$ cat src/hw/rtl/brr_pkg.sv
// shared types, constants and filter coefficients for the brr block decoder
`default_nettype none
package brr_pkg;

   localparam int HEADER_W = 8;
   localparam int DATA_W = 64;
   localparam int SAMPLE_W = 16;
   localparam int NIB_W = 4;
   localparam int NIBBLES = DATA_W / NIB_W;
   localparam int NIB_IDX_W = $clog2(NIBBLES);
   localparam int SHIFT_W = 4;
   localparam int SEL_W = 2;
   localparam int COEF_W = 8;
   localparam int PROD_W = COEF_W + SAMPLE_W;
   localparam int PRED_W = PROD_W + 1;
   localparam int COEF_FRAC = 6;

   // header fields
   localparam int SHIFT_LSB = 4;
   localparam int SEL_LSB = 2;

   // block queue between front and back
   localparam int QUEUE_DEPTH = 2;
   localparam int QUEUE_PTR_W = $clog2(QUEUE_DEPTH);
   localparam int QUEUE_CNT_W = $clog2(QUEUE_DEPTH + 1);

   localparam logic [NIB_IDX_W-1:0] LAST_NIB = NIB_IDX_W'(NIBBLES - 1);

   // prediction coefficients in units of 1/64
   localparam logic signed [COEF_W-1:0] COEF_A [4] = '{8'sd0, 8'sd60, 8'sd122, 8'sd115};
   localparam logic signed [COEF_W-1:0] COEF_B [4] = '{8'sd0, 8'sd0, -8'sd60, -8'sd52};

   typedef struct packed {
      logic [SHIFT_W-1:0] shift;
      logic [SEL_W-1:0]   sel;
      logic [DATA_W-1:0]  data;
   } block_type;

   typedef struct packed {
      logic      valid;
      block_type blk;
   } block_beat_type;

   typedef struct packed {
      logic [QUEUE_CNT_W-1:0] count;
   } front_status_type;

   typedef struct packed {
      logic busy;
   } back_status_type;

endpackage
`default_nettype wire

$ cat src/hw/rtl/brr_block_decoder_top.sv
// a block beat taken with the queue empty and the back end idle is written into the queue,
// loaded into the sequencer and decoded into the output register, which raises rsp_valid with
// its first sample; throughput: one sample beat per cycle while rsp_stall does not hold the
// output, set by the prediction filter loop where each sample needs the one decoded just
// before it; reset (synchronous, active high) empties the block queue, stops the sequencer,
// drops rsp_valid and clears both history samples to zero
`default_nettype none
module brr_block_decoder_top
   import brr_pkg::*;
(
   input  wire logic                  clock,
   input  wire logic                  reset,
   // compressed block beats
   input  wire logic                  req_valid,
   output logic                       req_stall,
   input  wire logic [HEADER_W-1:0]   req_header_byte,
   input  wire logic [DATA_W-1:0]     req_data_word,
   // decoded sample beats
   output logic                       rsp_valid,
   input  wire logic                  rsp_stall,
   output logic signed [SAMPLE_W-1:0] rsp_sample,
   output logic                       rsp_last_of_block
);

   // queued block handed from front to back
   block_beat_type   blk_beat;
   logic             blk_take;
   front_status_type front_status;
   back_status_type  back_status;

   // front: header split and a two-deep block queue, so a new block is taken
   // while the back end is still decoding the one before
   brr_front u_front (
      .clock           (clock),
      .reset           (reset),
      .req_valid       (req_valid),
      .req_stall       (req_stall),
      .req_header_byte (req_header_byte),
      .req_data_word   (req_data_word),
      .blk_out         (blk_beat),
      .blk_take        (blk_take),
      .status          (front_status)
   );

   // back: walks the sixteen nibbles into an output register, one filter step per cycle while
   // rsp_stall does not hold it; loads the next block on the cycle of the last nibble
   brr_back u_back (
      .clock             (clock),
      .reset             (reset),
      .blk_in            (blk_beat),
      .blk_take          (blk_take),
      .rsp_valid         (rsp_valid),
      .rsp_stall         (rsp_stall),
      .rsp_sample        (rsp_sample),
      .rsp_last_of_block (rsp_last_of_block),
      .status            (back_status)
   );

   // queue never holds more blocks than it has entries
   a_queue_bound: assert property (@(posedge clock) disable iff (reset)
      front_status.count <= QUEUE_CNT_W'(QUEUE_DEPTH))
      else $error("block queue over its depth");

   // a beat taken into an empty queue is still visible there next cycle
   a_queue_push: assert property (@(posedge clock) disable iff (reset)
      (req_valid && !req_stall && front_status.count == '0) |=> front_status.count != '0)
      else $error("pushed block lost from queue");

   // once the sequencer is idle, only the last sample of a block may remain
   a_idle_tail: assert property (@(posedge clock) disable iff (reset)
      !back_status.busy |-> (!rsp_valid || rsp_last_of_block))
      else $error("sequencer idle in the middle of a block");

endmodule
`default_nettype wire

$ cat src/hw/rtl/brr_front.sv
// front end: takes block beats, splits the header and queues blocks
`default_nettype none
module brr_front
   import brr_pkg::*;
(
   input  wire logic                  clock,
   input  wire logic                  reset,
   input  wire logic                  req_valid,
   output logic                       req_stall,
   input  wire logic [HEADER_W-1:0]   req_header_byte,
   input  wire logic [DATA_W-1:0]     req_data_word,
   output block_beat_type             blk_out,
   input  wire logic                  blk_take,
   output front_status_type           status
);

   block_type              queue_mem [QUEUE_DEPTH];
   logic [QUEUE_PTR_W-1:0] wr_ptr_ff, wr_ptr_in;
   logic [QUEUE_PTR_W-1:0] rd_ptr_ff, rd_ptr_in;
   logic [QUEUE_CNT_W-1:0] count_ff, count_in;
   logic                   push;
   logic                   pop;
   block_type              new_blk;

   assign req_stall = (count_ff == QUEUE_CNT_W'(QUEUE_DEPTH));
   assign push = req_valid && !req_stall;
   assign pop = blk_out.valid && blk_take;

   // header classification
   always_comb begin
      new_blk.shift = req_header_byte[SHIFT_LSB +: SHIFT_W];
      new_blk.sel = req_header_byte[SEL_LSB +: SEL_W];
      new_blk.data = req_data_word;
   end

   always_comb begin
      wr_ptr_in = wr_ptr_ff;
      rd_ptr_in = rd_ptr_ff;
      count_in = count_ff;
      if (push) begin
         wr_ptr_in = (wr_ptr_ff == QUEUE_PTR_W'(QUEUE_DEPTH - 1)) ? '0 : wr_ptr_ff + 1'b1;
      end
      if (pop) begin
         rd_ptr_in = (rd_ptr_ff == QUEUE_PTR_W'(QUEUE_DEPTH - 1)) ? '0 : rd_ptr_ff + 1'b1;
      end
      if (push && !pop) begin
         count_in = count_ff + 1'b1;
      end else if (pop && !push) begin
         count_in = count_ff - 1'b1;
      end
   end

   always_ff @(posedge clock) begin
      if (reset) begin
         wr_ptr_ff <= '0;
         rd_ptr_ff <= '0;
         count_ff <= '0;
      end else begin
         wr_ptr_ff <= wr_ptr_in;
         rd_ptr_ff <= rd_ptr_in;
         count_ff <= count_in;
      end
   end

   always_ff @(posedge clock) begin
      if (push) begin
         queue_mem[wr_ptr_ff] <= new_blk;
      end
   end

   assign blk_out.valid = (count_ff != '0);
   assign blk_out.blk = queue_mem[rd_ptr_ff];
   assign status.count = count_ff;

endmodule
`default_nettype wire

$ cat src/hw/rtl/brr_back.sv
// back end: nibble sequencer and second-order prediction filter
`default_nettype none
module brr_back
   import brr_pkg::*;
(
   input  wire logic                  clock,
   input  wire logic                  reset,
   input  wire block_beat_type        blk_in,
   output logic                       blk_take,
   output logic                       rsp_valid,
   input  wire logic                  rsp_stall,
   output logic signed [SAMPLE_W-1:0] rsp_sample,
   output logic                       rsp_last_of_block,
   output back_status_type            status
);

   logic                        busy_ff, busy_in;
   logic [NIB_IDX_W-1:0]        idx_ff, idx_in;
   logic [SHIFT_W-1:0]          shift_ff, shift_in;
   logic [SEL_W-1:0]            sel_ff, sel_in;
   logic [DATA_W-1:0]           data_ff, data_in;
   logic signed [SAMPLE_W-1:0]  prev_ff, prev_in;
   logic signed [SAMPLE_W-1:0]  older_ff, older_in;
   logic                        out_valid_ff, out_valid_in;
   logic signed [SAMPLE_W-1:0]  out_sample_ff, out_sample_in;
   logic                        out_last_ff, out_last_in;

   logic                        advance;
   logic                        step;
   logic                        last_nib;
   logic signed [NIB_W-1:0]     nib;
   logic [SAMPLE_W-1:0]         term;
   logic signed [PROD_W-1:0]    prod_a;
   logic signed [PROD_W-1:0]    prod_b;
   logic signed [PRED_W-1:0]    pred_sum;
   logic signed [PRED_W-1:0]    pred_floor;
   logic [SAMPLE_W-1:0]         new_sample;

   assign advance = !out_valid_ff || !rsp_stall;
   assign step = busy_ff && advance;
   assign last_nib = (idx_ff == LAST_NIB);
   assign blk_take = blk_in.valid && (!busy_ff || (step && last_nib));

   // one filter step: nibble scaled by shift plus floored prediction
   always_comb begin
      nib = data_ff[DATA_W-1 -: NIB_W];
      term = {{(SAMPLE_W - NIB_W){nib[NIB_W-1]}}, nib} << shift_ff;
      prod_a = PROD_W'(COEF_A[sel_ff]) * PROD_W'(prev_ff);
      prod_b = PROD_W'(COEF_B[sel_ff]) * PROD_W'(older_ff);
      pred_sum = PRED_W'(prod_a) + PRED_W'(prod_b);
      pred_floor = pred_sum >>> COEF_FRAC;
      new_sample = term + pred_floor[SAMPLE_W-1:0];
   end

   always_comb begin
      busy_in = busy_ff;
      idx_in = idx_ff;
      shift_in = shift_ff;
      sel_in = sel_ff;
      data_in = data_ff;
      prev_in = prev_ff;
      older_in = older_ff;
      out_valid_in = out_valid_ff;
      out_sample_in = out_sample_ff;
      out_last_in = out_last_ff;
      if (advance) begin
         out_valid_in = busy_ff;
      end
      if (step) begin
         out_sample_in = new_sample;
         out_last_in = last_nib;
         older_in = prev_ff;
         prev_in = new_sample;
         data_in = data_ff << NIB_W;
         idx_in = idx_ff + 1'b1;
         if (last_nib) begin
            busy_in = 1'b0;
         end
      end
      if (blk_take) begin
         busy_in = 1'b1;
         idx_in = '0;
         shift_in = blk_in.blk.shift;
         sel_in = blk_in.blk.sel;
         data_in = blk_in.blk.data;
      end
   end

   always_ff @(posedge clock) begin
      if (reset) begin
         busy_ff <= 1'b0;
         idx_ff <= '0;
         prev_ff <= '0;
         older_ff <= '0;
         out_valid_ff <= 1'b0;
      end else begin
         busy_ff <= busy_in;
         idx_ff <= idx_in;
         prev_ff <= prev_in;
         older_ff <= older_in;
         out_valid_ff <= out_valid_in;
      end
   end

   always_ff @(posedge clock) begin
      shift_ff <= shift_in;
      sel_ff <= sel_in;
      data_ff <= data_in;
      out_sample_ff <= out_sample_in;
      out_last_ff <= out_last_in;
   end

   assign rsp_valid = out_valid_ff;
   assign rsp_sample = out_sample_ff;
   assign rsp_last_of_block = out_last_ff;
   assign status.busy = busy_ff;

endmodule
`default_nettype wire

$ cat config.mk
export PLATFORM = sky130hd
export DESIGN_NAME = brr_block_decoder_top
export DESIGN_NICKNAME = d
export VERILOG_FILES = /design/src/hw/rtl/brr_pkg.sv /design/src/hw/rtl/brr_block_decoder_top.sv /design/src/hw/rtl/brr_front.sv /design/src/hw/rtl/brr_back.sv
export SDC_FILE = /design/constraint.sdc
export NUM_CORES = 1
export LEC_CHECK = 0
export BUFFER_PORTS_ARGS = -buffer_cell sky130_fd_sc_hd__clkbuf_2
export CORE_MARGIN = 2
export CORE_UTILIZATION = 62
export DETAILED_ROUTE_END_ITERATION = 10
export PLACE_DENSITY = 0.89
export SLEW_MARGIN = 20
export SYNTH_ARGS = -nofsm -noshare
export SYNTH_HDL_FRONTEND = slang
export SYNTH_SLANG_ARGS = --single-unit
$ cat constraint.sdc
create_clock -name clock -period 10.6 [get_ports clock]
set_input_delay 0 -clock clock [delete_from_list [all_inputs] [get_ports clock]]
set_output_delay 0 -clock clock [all_outputs]
set_load 0.005 [all_outputs]
# [Word-level counts from Yosys, hierarchy flattened]
# Memory sizes are Yosys's and may differ from the RTL's. A register that Yosys moved wholly into a read port is not among the register bits.
# Cells that the tools add are included.
[word_totals] reg_bits=129 latchBits=0 ram_bits=140 rom_bits=0 elab_cells=68 memories=1
[classes] addsub=7 mul=2 n_div=0 magnitude_cmp=1 eq_ne=2 shifts=1 muxes=19 bitwise_logic=1 reduce_logical=21
[memory_table] memory="u_front.queue_mem" words=2 width=70 rd=1 rd_ports_with_merged_regs=1 wr=1 line_no="brr_front.sv:17" text="block_type queue_mem [QUEUE_DEPTH];"
[op_table] operator="$mux W64" n=2
[op_table] operator="$mul A8 B16 Y22" n=2
[op_table] operator="$bmux W8 S2" n=2
[op_table] operator="$mux W8" n=4
[op_table] operator="$add A22 B22 Y22" n=1
[op_table] operator="$add A16 B16 Y16" n=1
[op_table] operator="$shl A16 B4 Y16" n=1
[op_table] operator="$mux W1" n=9
[op_table] operator="$reduce_bool A2 Y1" n=4
[op_table] operator="$logic_and A1 B1 Y1" n=7
[op_table] operator="$logic_not A1 Y1" n=6
[op_table] operator="$add A4 B1 Y4 const B" n=1
[op_table] operator="$eq A4 B4 Y1 const B" n=1
[op_table] operator="$mux W2" n=2
[op_table] operator="$ge A3 B3 Y1 const B" n=1
[op_table] operator="$not A2 Y3" n=1
[op_table] operator="$add A1 B1 Y1 const B" n=2
[op_table] operator="$add A2 B1 Y2 const B" n=1
[op_table] operator="$eq A2 B2 Y1 const B" n=1
[op_table] operator="$logic_or A1 B1 Y1" n=2
[op_table] operator="$reduce_and A2 Y1" n=1
[op_table] operator="$reduce_or A2 Y1" n=1
[op_table] operator="$sub A2 B1 Y2 const B" n=1

# [Depth between registers and ports, before layout]
# Gate-level depths: netlist of the first run.
[logic_depth] word_depth=10 depth_mapped=35 ltp_nobuf=32

# [By module]
# From an unflattened synthesis of the first run, not the netlist that was laid out.
[unflattened] hier_cells=1368 area_unflattened_um2=16996.3
[by_module_without_submodules] module="brr_back" n_inst=1 cells_per_inst=1125 area_per_inst_um2=11743.8 seq_area_each_um2=3373.2
[by_module_without_submodules] module="brr_front" n_inst=1 cells_per_inst=243 area_per_inst_um2=5252.5 seq_area_each_um2=4304.1

# [Worst setup path before layout of the first run]
# Ideal clock, no wire load.
[synth_timing] path_kind="reg2reg" startpoint="reg u_back.sel_ff[1]" endpoint="reg u_back.prev_ff[15]" t_arrival_ns=7.905 required_time_ns=10.485 slack_ns=2.580 stages_incl_launch_ff=32 path_buffers=3 period_less_slack_ns=8.020 path_cell_list="edfxtp_1 -> buf_2 -> inv_1 -> buf_1 -> ha_1 -> clkbuf_1 -> nand2_1 -> fa_1 -> fa_1 -> inv_1 -> ha_1 -> fa_1 -> fa_1 -> inv_1 -> fa_1 -> inv_1 -> ha_1 -> a21o_1 -> a221o_1 -> and2_1 -> o21a_1 -> o21a_1 -> nor3_1 -> nor2_1 -> ha_1 -> or3_1 -> a21oi_1 -> o31ai_1 -> a221o_1 -> o31ai_1 -> xnor2_1 -> o21a_1"
[synth_via] elab_chain_cells=7 elab_cells_between_ends=11 cone_classes="add/sub (2); mul (2); mux (6); bitwise (1)"
[synth_lines] element="start, declared" line_no="brr_back.sv:20" text="logic [SEL_W-1:0] sel_ff, sel_in;"
[synth_lines] element="start signal, assigned" line_no="brr_back.sv:107" text="sel_ff <= sel_in;"
[synth_lines] element="$not A2 Y3 (not written as such) *" line_no="brr_back.sv:48, brr_back.sv:49"
[synth_lines] element="$bmux W8 S2 (on tied branches)" line_no="brr_back.sv:48, brr_back.sv:49"
[synth_lines] element="$mux W8 (on tied branches) (2 in series)" line_no="brr_back.sv:48, brr_back.sv:49"
[synth_lines] element="$mul A8 B16 Y22 (on tied branches)" line_no="brr_back.sv:48, brr_back.sv:49"
[synth_lines] element="$add A22 B22 Y22 *" line_no="brr_back.sv:50" text="pred_sum = PRED_W'(prod_a) + PRED_W'(prod_b);"
[synth_lines] element="$add A16 B16 Y16 *" line_no="brr_back.sv:52" text="new_sample = term + pred_floor[SAMPLE_W-1:0];"
[synth_lines] element="via u_back.new_sample[15]" line_no="brr_back.sv:37" text="logic [SAMPLE_W-1:0] new_sample;"
[synth_lines] element="end signal, assigned" line_no="brr_back.sv:99" text="prev_ff <= prev_in;"
[synth_lines] element="end, declared" line_no="brr_back.sv:22" text="logic signed [SAMPLE_W-1:0] prev_ff, prev_in;"
# The timed path passes the listed nets; every way through them passes the cells marked *. The select of a mux whose other input is x is not followed.
# A chain may end at the register's enable or synchronous reset.

# [Worst setup path after layout of the first run]
# Ends and elaborated chain as after synthesis.

==> results of run 1 <==
-- cells in the mapped netlist, types with 3 or more instances --
library cell / n
clkbuf_1: 42
mux2_2: 7
mux2i_1: 68
ha_1: 118
fa_1: 137
xnor2_1: 32
dfxtp_1: 43
nand2b_1: 7
a21o_1: 9
inv_1: 210
o21ai_0: 11
nor2b_1: 15
xor2_1: 18
and2_1: 76
o21bai_1: 4
a21oi_1: 110
nor3_1: 12
and3_1: 4
buf_1: 4
nand4_1: 5
nand2_1: 98
nand3_1: 3
a31oi_1: 5
nor2_1: 116
edfxtp_1: 227
o21a_1: 7
a221o_1: 3
o21ai_1: 5
-- final timing paths --
check,end,start
worst max-delay path,u_back.prev_ff[15],u_back.sel_ff[1]
worst min-delay path,u_front.queue_mem[0][12],req_data_word[12]
worst max register to register,u_back.prev_ff[15],u_back.sel_ff[1]
worst min register to register,u_back.older_ff[11],u_back.older_ff[11]
-- state kept, by name, summed over array words and instances, names as in the netlist, named ones only --
signal and flops:
u_back.older_ff 16, u_front.rd_ptr_ff 1, u_front.wr_ptr_ff 1, u_back.shift_ff 4, u_front.status 2, u_back.prev_ff 16
u_back.status 1, u_back.sel_ff 2, u_front.queue_mem 140, u_back.rsp_last_of_block 1, u_back.data_ff 64, u_back.rsp_sample 16
u_back.rsp_valid 1, u_back.idx_ff 4
-- per-layer routing --
layer | track usage | vias to the layer above | wire, um
met5 | 0 | - | 0
met4 | 0.105 | 0 | 1510
met3 | 0.0371 | 110 | 2390
met2 | 0.513 | 435 | 19800
met1 | 0.326 | 5410 | 13900
li1 | - | 5018 | -
-- worst register-to-register path: cells and delay by family, from the launching register on --
family | cells | cell delay, ns
xor gates and xnor gates | 2 | 0.29
DFF | 1 | 0.40
and+or+nand+nor | 5 | 1.13
buffers and inverters | 6 | 0.55
adders and majority gates | 9 | 3.79
AOI/OAI and AO/OA | 9 | 2.26
-- timing repair --
item | 4_1_cts | 5_1_grt
hold buffers | 72 | 0
endpoints found under the hold margin | 143 | 0
setup endpoints to repair | 0 | 0
buffers inserted | 0 | 0
-- metrics by stage --
step / cell area [sq um] / hold WS, ns / util / worst slack, ns
3_3_place_gp: 17400 / 0.188 / 0.666 / 2.42
6_report: 18900 / 0.198 / 0.723 / 2.07
2_1_floorplan: 16600 / 0.0989 / - / 2.58
5_1_grt: 18900 / 0.205 / 0.723 / 1.76
4_1_cts: 18900 / 0.193 / 0.723 / 2.15
3_5_place_dp: 17400 / 0.192 / 0.666 / 2.25
-- kinds of logic (layout without fill, tap and decap cells) --
logic type / count (synthesis) / count (layout)
compound gates: 169 / 169
xor+xnor: 51 / 51
fa+ha+maj: 255 / 255
buf+inv: 260 / 428
flops: 270 / 270
mux: 75 / 75
simple gates: 341 / 341
-- area by class of cell --
class	count	area, sq um	area share
Clock inverter	13	151	0.00800
Tap cell	335	419	0.0221
Clock buffer	30	623	0.0329
Multi-Input combinational cell	891	8010	0.423
Timing Repair Buffer	173	1250	0.0659
Inverter	212	798	0.0422
Sequential cell	270	7680	0.406
==> results_dict.tcl, run 1 <==
set metrics [dict create \
    num_rows 59 \
    skew_ns 0.0342 \
    fin_crit_ns 8.53 \
    synth_top_family_by_area "adder cells" \
    synth_compound_area_frac 0.0585 \
    cap_violations 0 \
    cts_resized 0 \
    cts_made_buffers 24 \
    wirelength_um 37600 \
    r2r_slack_ns 2.07 \
    worst_pin_slew_ns 1.06 \
    synth_cell_type_count 46 \
    hold_viol_final 0 \
    grt_max_degree 72 \
    drv_slew 0 \
    crit_cells 31 \
    maxSlewHeadroom 0.295 \
    wl_per_cell_um 19.5 \
    antenna_found_initial 0 \
    rr_worst_depth 31 \
    netlist_area_sq_um 16600 \
    synth.area.mux_share 0.0456 \
    drt-initial-drc-count 851 \
    yosysSeqAreaShare 0.461 \
    synth_fa_ha_area_frac 0.253 \
    die_w_um 168 \
    crit_path_end_kind "flip-flop" \
    layout_common_cells "227 x edfxtp_1, 210 x inv_1, 137 x fa_1" \
    dp_hpwl_um 23400 \
    grt_pass1_wl_um 60700 \
    synth_nets 1752 \
    postSynthAreaPerCell_sq_um 11.7 \
    setup_tns_ns 0 \
    die_y_um 168 \
    cpMaxStageDelayCell "ha_1" \
    clk_latency_ns 0.54 \
    ctsLongestPathBuffers 3 \
    async_reset_ff_frac 0 \
    start_kind "flip-flop" \
    routabilityCongestion 0.882 \
    grt_overflow 0 \
    core_area_sq_um 26200 \
    clockRootBuffer "clkbuf_16" \
    required_ns 11.00 \
    grt_pass1_vias 11800 \
    finalCritPeriodShare 0.805 \
    synthTopCellsByArea "edfxtp_1 41%, fa_1 16%, ha_1 8.9%" \
    max_stage_delay_ns 0.62 \
    remaining_drc_errors 0 \
    first_pass_iters 5 \
    antenna_cells 0 \
    cts_tree "yes" \
    synth_edf_count 227 \
    worstPathArrival_ns 8.93 \
    hp-class "in -> reg" \
    setup_viol 0 \
    htreeDepth 1 \
    rsz0062_at_grt "false" \
    critPathBufInv 6 \
    nets 1903 \
    numClockSinks 270 \
    io-pin-count 95 \
    fillerInstances 1547 \
    port_buffers 92 \
    areaGrowthSynthToFinish_pct 13.7 \
    synth_top_area_frac 0.409 \
    synthFlopType "edfxtp_1" \
    fmax_mhz 117 \
    ys_ff_latch 270 \
    cp_top_family "adder cells" \
    synth-simple-area-share 0.0950 \
    status "finished clean" \
    grt_usage 0.276 \
    min_delay_path_depth 2 \
    drtAntennaViolNets 0 \
    initial_utilization 0.635 \
    postSynthCellCount 1421 \
    crit_type "reg -> reg" \
    clk_pin_slew_worst_paths_ns 0.08 \
    dp.cells 1809 \
    cp_max_fo 18 \
    vias 11000 \
    fin_cells 1924 \
    layout_commonest_cell "edfxtp_1" \
    vias_per_cell 5.70 \
    dieArea_sq_um 28200 \
    drive_above_1_share 0.0938 \
    yosys_warnings 0 \
    synthXorXnorAreaFrac 0.0277 \
    synth_area_leader_cell "edfxtp_1" \
]
Power of run 1 is left out: the tool's default activity adds up to more than one toggle a clock period on the data nets, which glitch-free logic cannot reach.
==> run 2, diff against run 1 <==
Clock period 10.6 ns to 8.3 ns, I/O delays scaled along.
==> results_dict.tcl, run 2 (synthesized netlist as in run 1, its figures left out) <==
set metrics [dict create \
    first_pass_iters 5 \
    port_buffers 92 \
    r2r_slack_ns 0.36 \
    remaining_drc_errors 0 \
    clockRootBuffer "clkbuf_16" \
    numClockSinks 270 \
    dp.cells 1814 \
    clk_latency_ns 0.53 \
    crit_type "reg -> reg" \
    vias_per_cell 5.74 \
    grt_overflow 0 \
    core_area_sq_um 26200 \
    largest_reg_flops 140 \
    hp-class "in -> reg" \
    min_delay_path_depth 2 \
    min_to "u_front.queue_mem[1][65]" \
    initial_utilization 0.635 \
    setup_viol 0 \
    nets 1909 \
    hold_viol_final 0 \
    worst_pin_slew_ns 0.987 \
    grt_max_degree 71 \
    grtUsageMet2 0.531 \
    r2r_start "u_back.sel_ff[0]" \
    largestRegisters "u_front.queue_mem (140), u_back.data_ff (64)" \
    worstPathArrival_ns 8.35 \
    rr_worst_depth 29 \
    die_w_um 168 \
    drive_above_1_share 0.103 \
    clk_pin_slew_worst_paths_ns 0.07 \
    grt_pass1_wl_um 62700 \
    met1_usage 0.345 \
    skew_ns 0.0192 \
    dp_hpwl_um 23800 \
    dieArea_sq_um 28200 \
    cts_tree "yes" \
    die_y_um 168 \
    fmax_mhz 126 \
    required_ns 8.71 \
    vias 11100 \
    finalCritPeriodShare 0.957 \
    antenna_found_initial 1 \
    cp_common_cell "fa_1" \
    maxSlewHeadroom 0.342 \
    rr_endpoint "u_back.prev_ff[15]" \
    grt_usage 0.285 \
    io-pin-count 95 \
    layout_common_cells "227 x edfxtp_1, 210 x inv_1, 137 x fa_1" \
    hp-start "req_header_byte[3]" \
    drtAntennaViolNets 0 \
    regMostFlops "u_front.queue_mem" \
    ctsLongestPathBuffers 3 \
    grt_use_met3 0.0343 \
    wl_per_cell_um 20.2 \
    drv_slew 0 \
    htreeDepth 1 \
    grt_pass1_vias 11900 \
    fin_crit_ns 7.94 \
    cts_made_buffers 24 \
    max_stage_delay_ns 0.54 \
    cpMaxStageDelayCell "fa_1" \
    start_kind "flip-flop" \
    fin_cells 1930 \
    cap_violations 0 \
    wirelength_um 39000 \
    num_rows 59 \
    cp_max_fo 11 \
    layout_commonest_cell "edfxtp_1" \
    grt-busiest-layer "met2" \
    routabilityCongestion 0.890 \
    crit_path_end_kind "flip-flop" \
    areaGrowthSynthToFinish_pct 14.4 \
    status "finished clean" \
    drt-initial-drc-count 932 \
]
run 2: worst max-delay path by stage:
stage          cells after the start  slack [ns]                  to              from
3_5_place_dp                      29        0.29  u_back.prev_ff[15]  u_back.sel_ff[0]
4_1_cts                           29        0.29  u_back.prev_ff[15]  u_back.sel_ff[0]
2_1_floorplan                     31        0.28  u_back.prev_ff[15]  u_back.sel_ff[1]
3_3_place_gp                      29        0.62  u_back.prev_ff[15]  u_back.sel_ff[0]
5_1_grt                           30       -0.01  u_back.prev_ff[14]  u_back.sel_ff[0]
6_report                          29        0.36  u_back.prev_ff[15]  u_back.sel_ff[0]
run 2: stage by stage:
stage	setup TNS [ns]	hold slack, ns	area, sq um	worst slack [ns]	util
5_1_grt	-0.0113	0.207	19000	-0.0113	0.727
3_3_place_gp	0	0.188	17500	0.620	0.667
4_1_cts	0	0.198	19000	0.286	0.726
3_5_place_dp	0	0.193	17500	0.285	0.667
2_1_floorplan	0	0.0989	16600	0.280	-
6_report	0	0.203	19000	0.357	0.727
run 2: area by class of cell:
| cell class | count | area, sq um |
|---|---|---|
| Antenna cell | 1 | 2.50 |
| Timing Repair Buffer | 179 | 1290 |
| Multi-Input combinational cell | 891 | 8020 |
| Fill cell | 1542 | 7160 |
| Clock buffer | 26 | 629 |
| Inverter | 212 | 798 |
| Clock inverter | 16 | 195 |
| Sequential cell | 270 | 7680 |
| Tap cell | 335 | 419 |
run 2: repair_timing:
action                                  4_1_cts  5_1_grt
resized for setup                             0        3
endpoints found under the setup margin        0        3
hold buffers                                 72        0
endpoints found under the hold margin       143        0
buffers inserted                              0        1
run 2: worst max-delay path, delay by kind of cell (launching register included):
kind	cells	cell delay [ns]
and+or+nand+nor	6	1.12
AOI/OAI and AO/OA	8	1.94
buffers and inverters	5	0.44
xor gates and xnor gates	1	0.12
DFF	1	0.43
adders and majority gates	9	3.79
run 2: per-layer routing:
metal  routed length, um  part of all wire
met3                2870             0.074
met5                   0                 0
met2               20700              0.53
met4                1320             0.034
met1               14100              0.36
Power of run 2 is left out for the same reason.
==> run 3, diff against run 2 <==
Settings changed: CELL_PAD_IN_SITES_DETAIL_PLACEMENT from default to 1, CELL_PAD_IN_SITES_GLOBAL_PLACEMENT from default to 2, CORE_UTILIZATION 62 to 43, PLACE_DENSITY 0.89 to 0.9.
==> results_dict.tcl, run 3 (synthesized netlist as in run 1, its figures left out) <==
set metrics [dict create \
    dieArea_sq_um 40300 \
    rr_worst_depth 28 \
    fmax_mhz 128 \
    top_layer "met4" \
    stdcell_area_sq_um 19300 \
    ctsLongestPathBuffers 3 \
    min_delay_path_depth 2 \
    areaGrowthSynthToFinish_pct 16.2 \
    initial_utilization 0.433 \
    hp-class "in -> reg" \
    port_buffers 92 \
    dr_wl_met3_um 1450 \
    die_w_um 201 \
    maxSlewHeadroom 0.302 \
    routabilityCongestion 0.824 \
    met1Wirelength_um 17000 \
    cpMaxStageDelayCell "fa_1" \
    clk_latency_ns 0.57 \
    crit_type "reg -> reg" \
    first_pass_iters 5 \
    grt_usage 0.210 \
    drive_above_1_share 0.104 \
    drv_slew 0 \
    cap_violations 0 \
    layout_setup_ws_ns 0.457 \
    routed-wl-met2_um 22000 \
    largest_reg_flops 140 \
    clockRootBuffer "clkbuf_16" \
    nets 1914 \
    max_stage_delay_ns 0.55 \
    required_ns 8.74 \
    numClockSinks 270 \
    rsz0062_at_grt "false" \
    placed_area_sq_um 17700 \
    largestRegisters "u_front.queue_mem (140), u_back.data_ff (64)" \
    vias 10800 \
    drtAntennaViolNets 0 \
    r2r_slack_ns 0.46 \
    grt_pass1_vias 12200 \
    pre_cts_ws_ns 0.327 \
    wl_per_cell_um 19.5 \
    grt_pass1_wl_um 66700 \
    layout_commonest_cell "edfxtp_1" \
    worst_pin_slew_ns 1.05 \
    cp_common_cell "fa_1" \
    num_rows 72 \
    antenna_found_initial 2 \
    io-pin-count 95 \
    cp_max_fo 7 \
    htreeDepth 1 \
    drt-initial-drc-count 502 \
    fin_crit_ns 7.84 \
    start_kind "flip-flop" \
    status "finished clean" \
    worstPathArrival_ns 8.29 \
    remaining_drc_errors 0 \
    core_area_sq_um 38500 \
    die_y_um 201 \
    wirelength_um 41400 \
    grt_overflow 0 \
    cts_made_buffers 29 \
    setup_tns_ns 0 \
    dp_hpwl_um 27700 \
    clk_pin_slew_worst_paths_ns 0.07 \
    setup_viol 0 \
    layout_common_cells "227 x edfxtp_1, 210 x inv_1, 137 x fa_1" \
    finalCritPeriodShare 0.945 \
    regMostFlops "u_front.queue_mem" \
    grt_max_degree 113 \
    skew_ns 0.0238 \
    vias_per_cell 5.07 \
    hold_viol_final 0 \
    fillerInstances 4034 \
    crit_path_end_kind "flip-flop" \
    cts_tree "yes" \
]
## run 3: cell count changes in the layout (fill, tap and decap cells not counted), sizes merged
cell,before,now
bufinv,4,1
clkinv,5,14
clkinvlp,6,2
clkbuf,118,126
diode,1,2
inv,213,214
## run 3: metal layers
layer	GRT usage	up-vias
li1	-	5037
met1	0.262	5455
met2	0.387	218
met3	0.0269	59
met4	0.0471	0
met5	0	-
## run 3: critical path, delay by kind of cell, from the launching register on
| family | cells | cell delay [ns] |
|---|---|---|
| buf+inv | 4 | 0.22 |
| xor+xnor | 1 | 0.14 |
| flops | 1 | 0.41 |
| simple gates | 5 | 0.96 |
| compound gates | 9 | 2.19 |
| fa+ha+maj | 9 | 3.80 |
## run 3: area by class of cell
type | count | area (sq um) | share of cell area
Clock buffer | 34 | 744 | 0.0385
Antenna cell | 2 | 5.00 | 0.000259
Tap cell | 518 | 648 | 0.0335
Inverter | 212 | 800 | 0.0413
Sequential cell | 270 | 7680 | 0.397
Timing Repair Buffer | 179 | 1320 | 0.0681
Multi-Input combinational cell | 891 | 8020 | 0.415
Clock inverter | 19 | 131 | 0.00679
## run 3: final timing paths
kind	from	to
worst min-delay path	req_data_word[12]	u_front.queue_mem[1][12]
worst min register to register	u_back.older_ff[11]	u_back.older_ff[11]
worst max register to register	u_back.sel_ff[0]	u_back.prev_ff[15]
worst max-delay path	u_back.sel_ff[0]	u_back.prev_ff[15]
## run 3: what timing repair did
item                                    CTS  global route
gates resized for setup                   0             3
hold buffers                             72             0
endpoints found under the setup margin    0             4
endpoints found under the hold margin   143             0
buffers inserted                          0             0
## run 3: stage by stage
step                std cells  utilization  hold slack, ns
floorplan                1421            -          0.0989
global placement         1997        0.460           0.188
detailed placement       1997        0.460           0.193
CTS                      2122        0.502           0.137
global route             2125        0.503           0.161
finish                   2125        0.503           0.171
Power of run 3 is left out for the same reason.
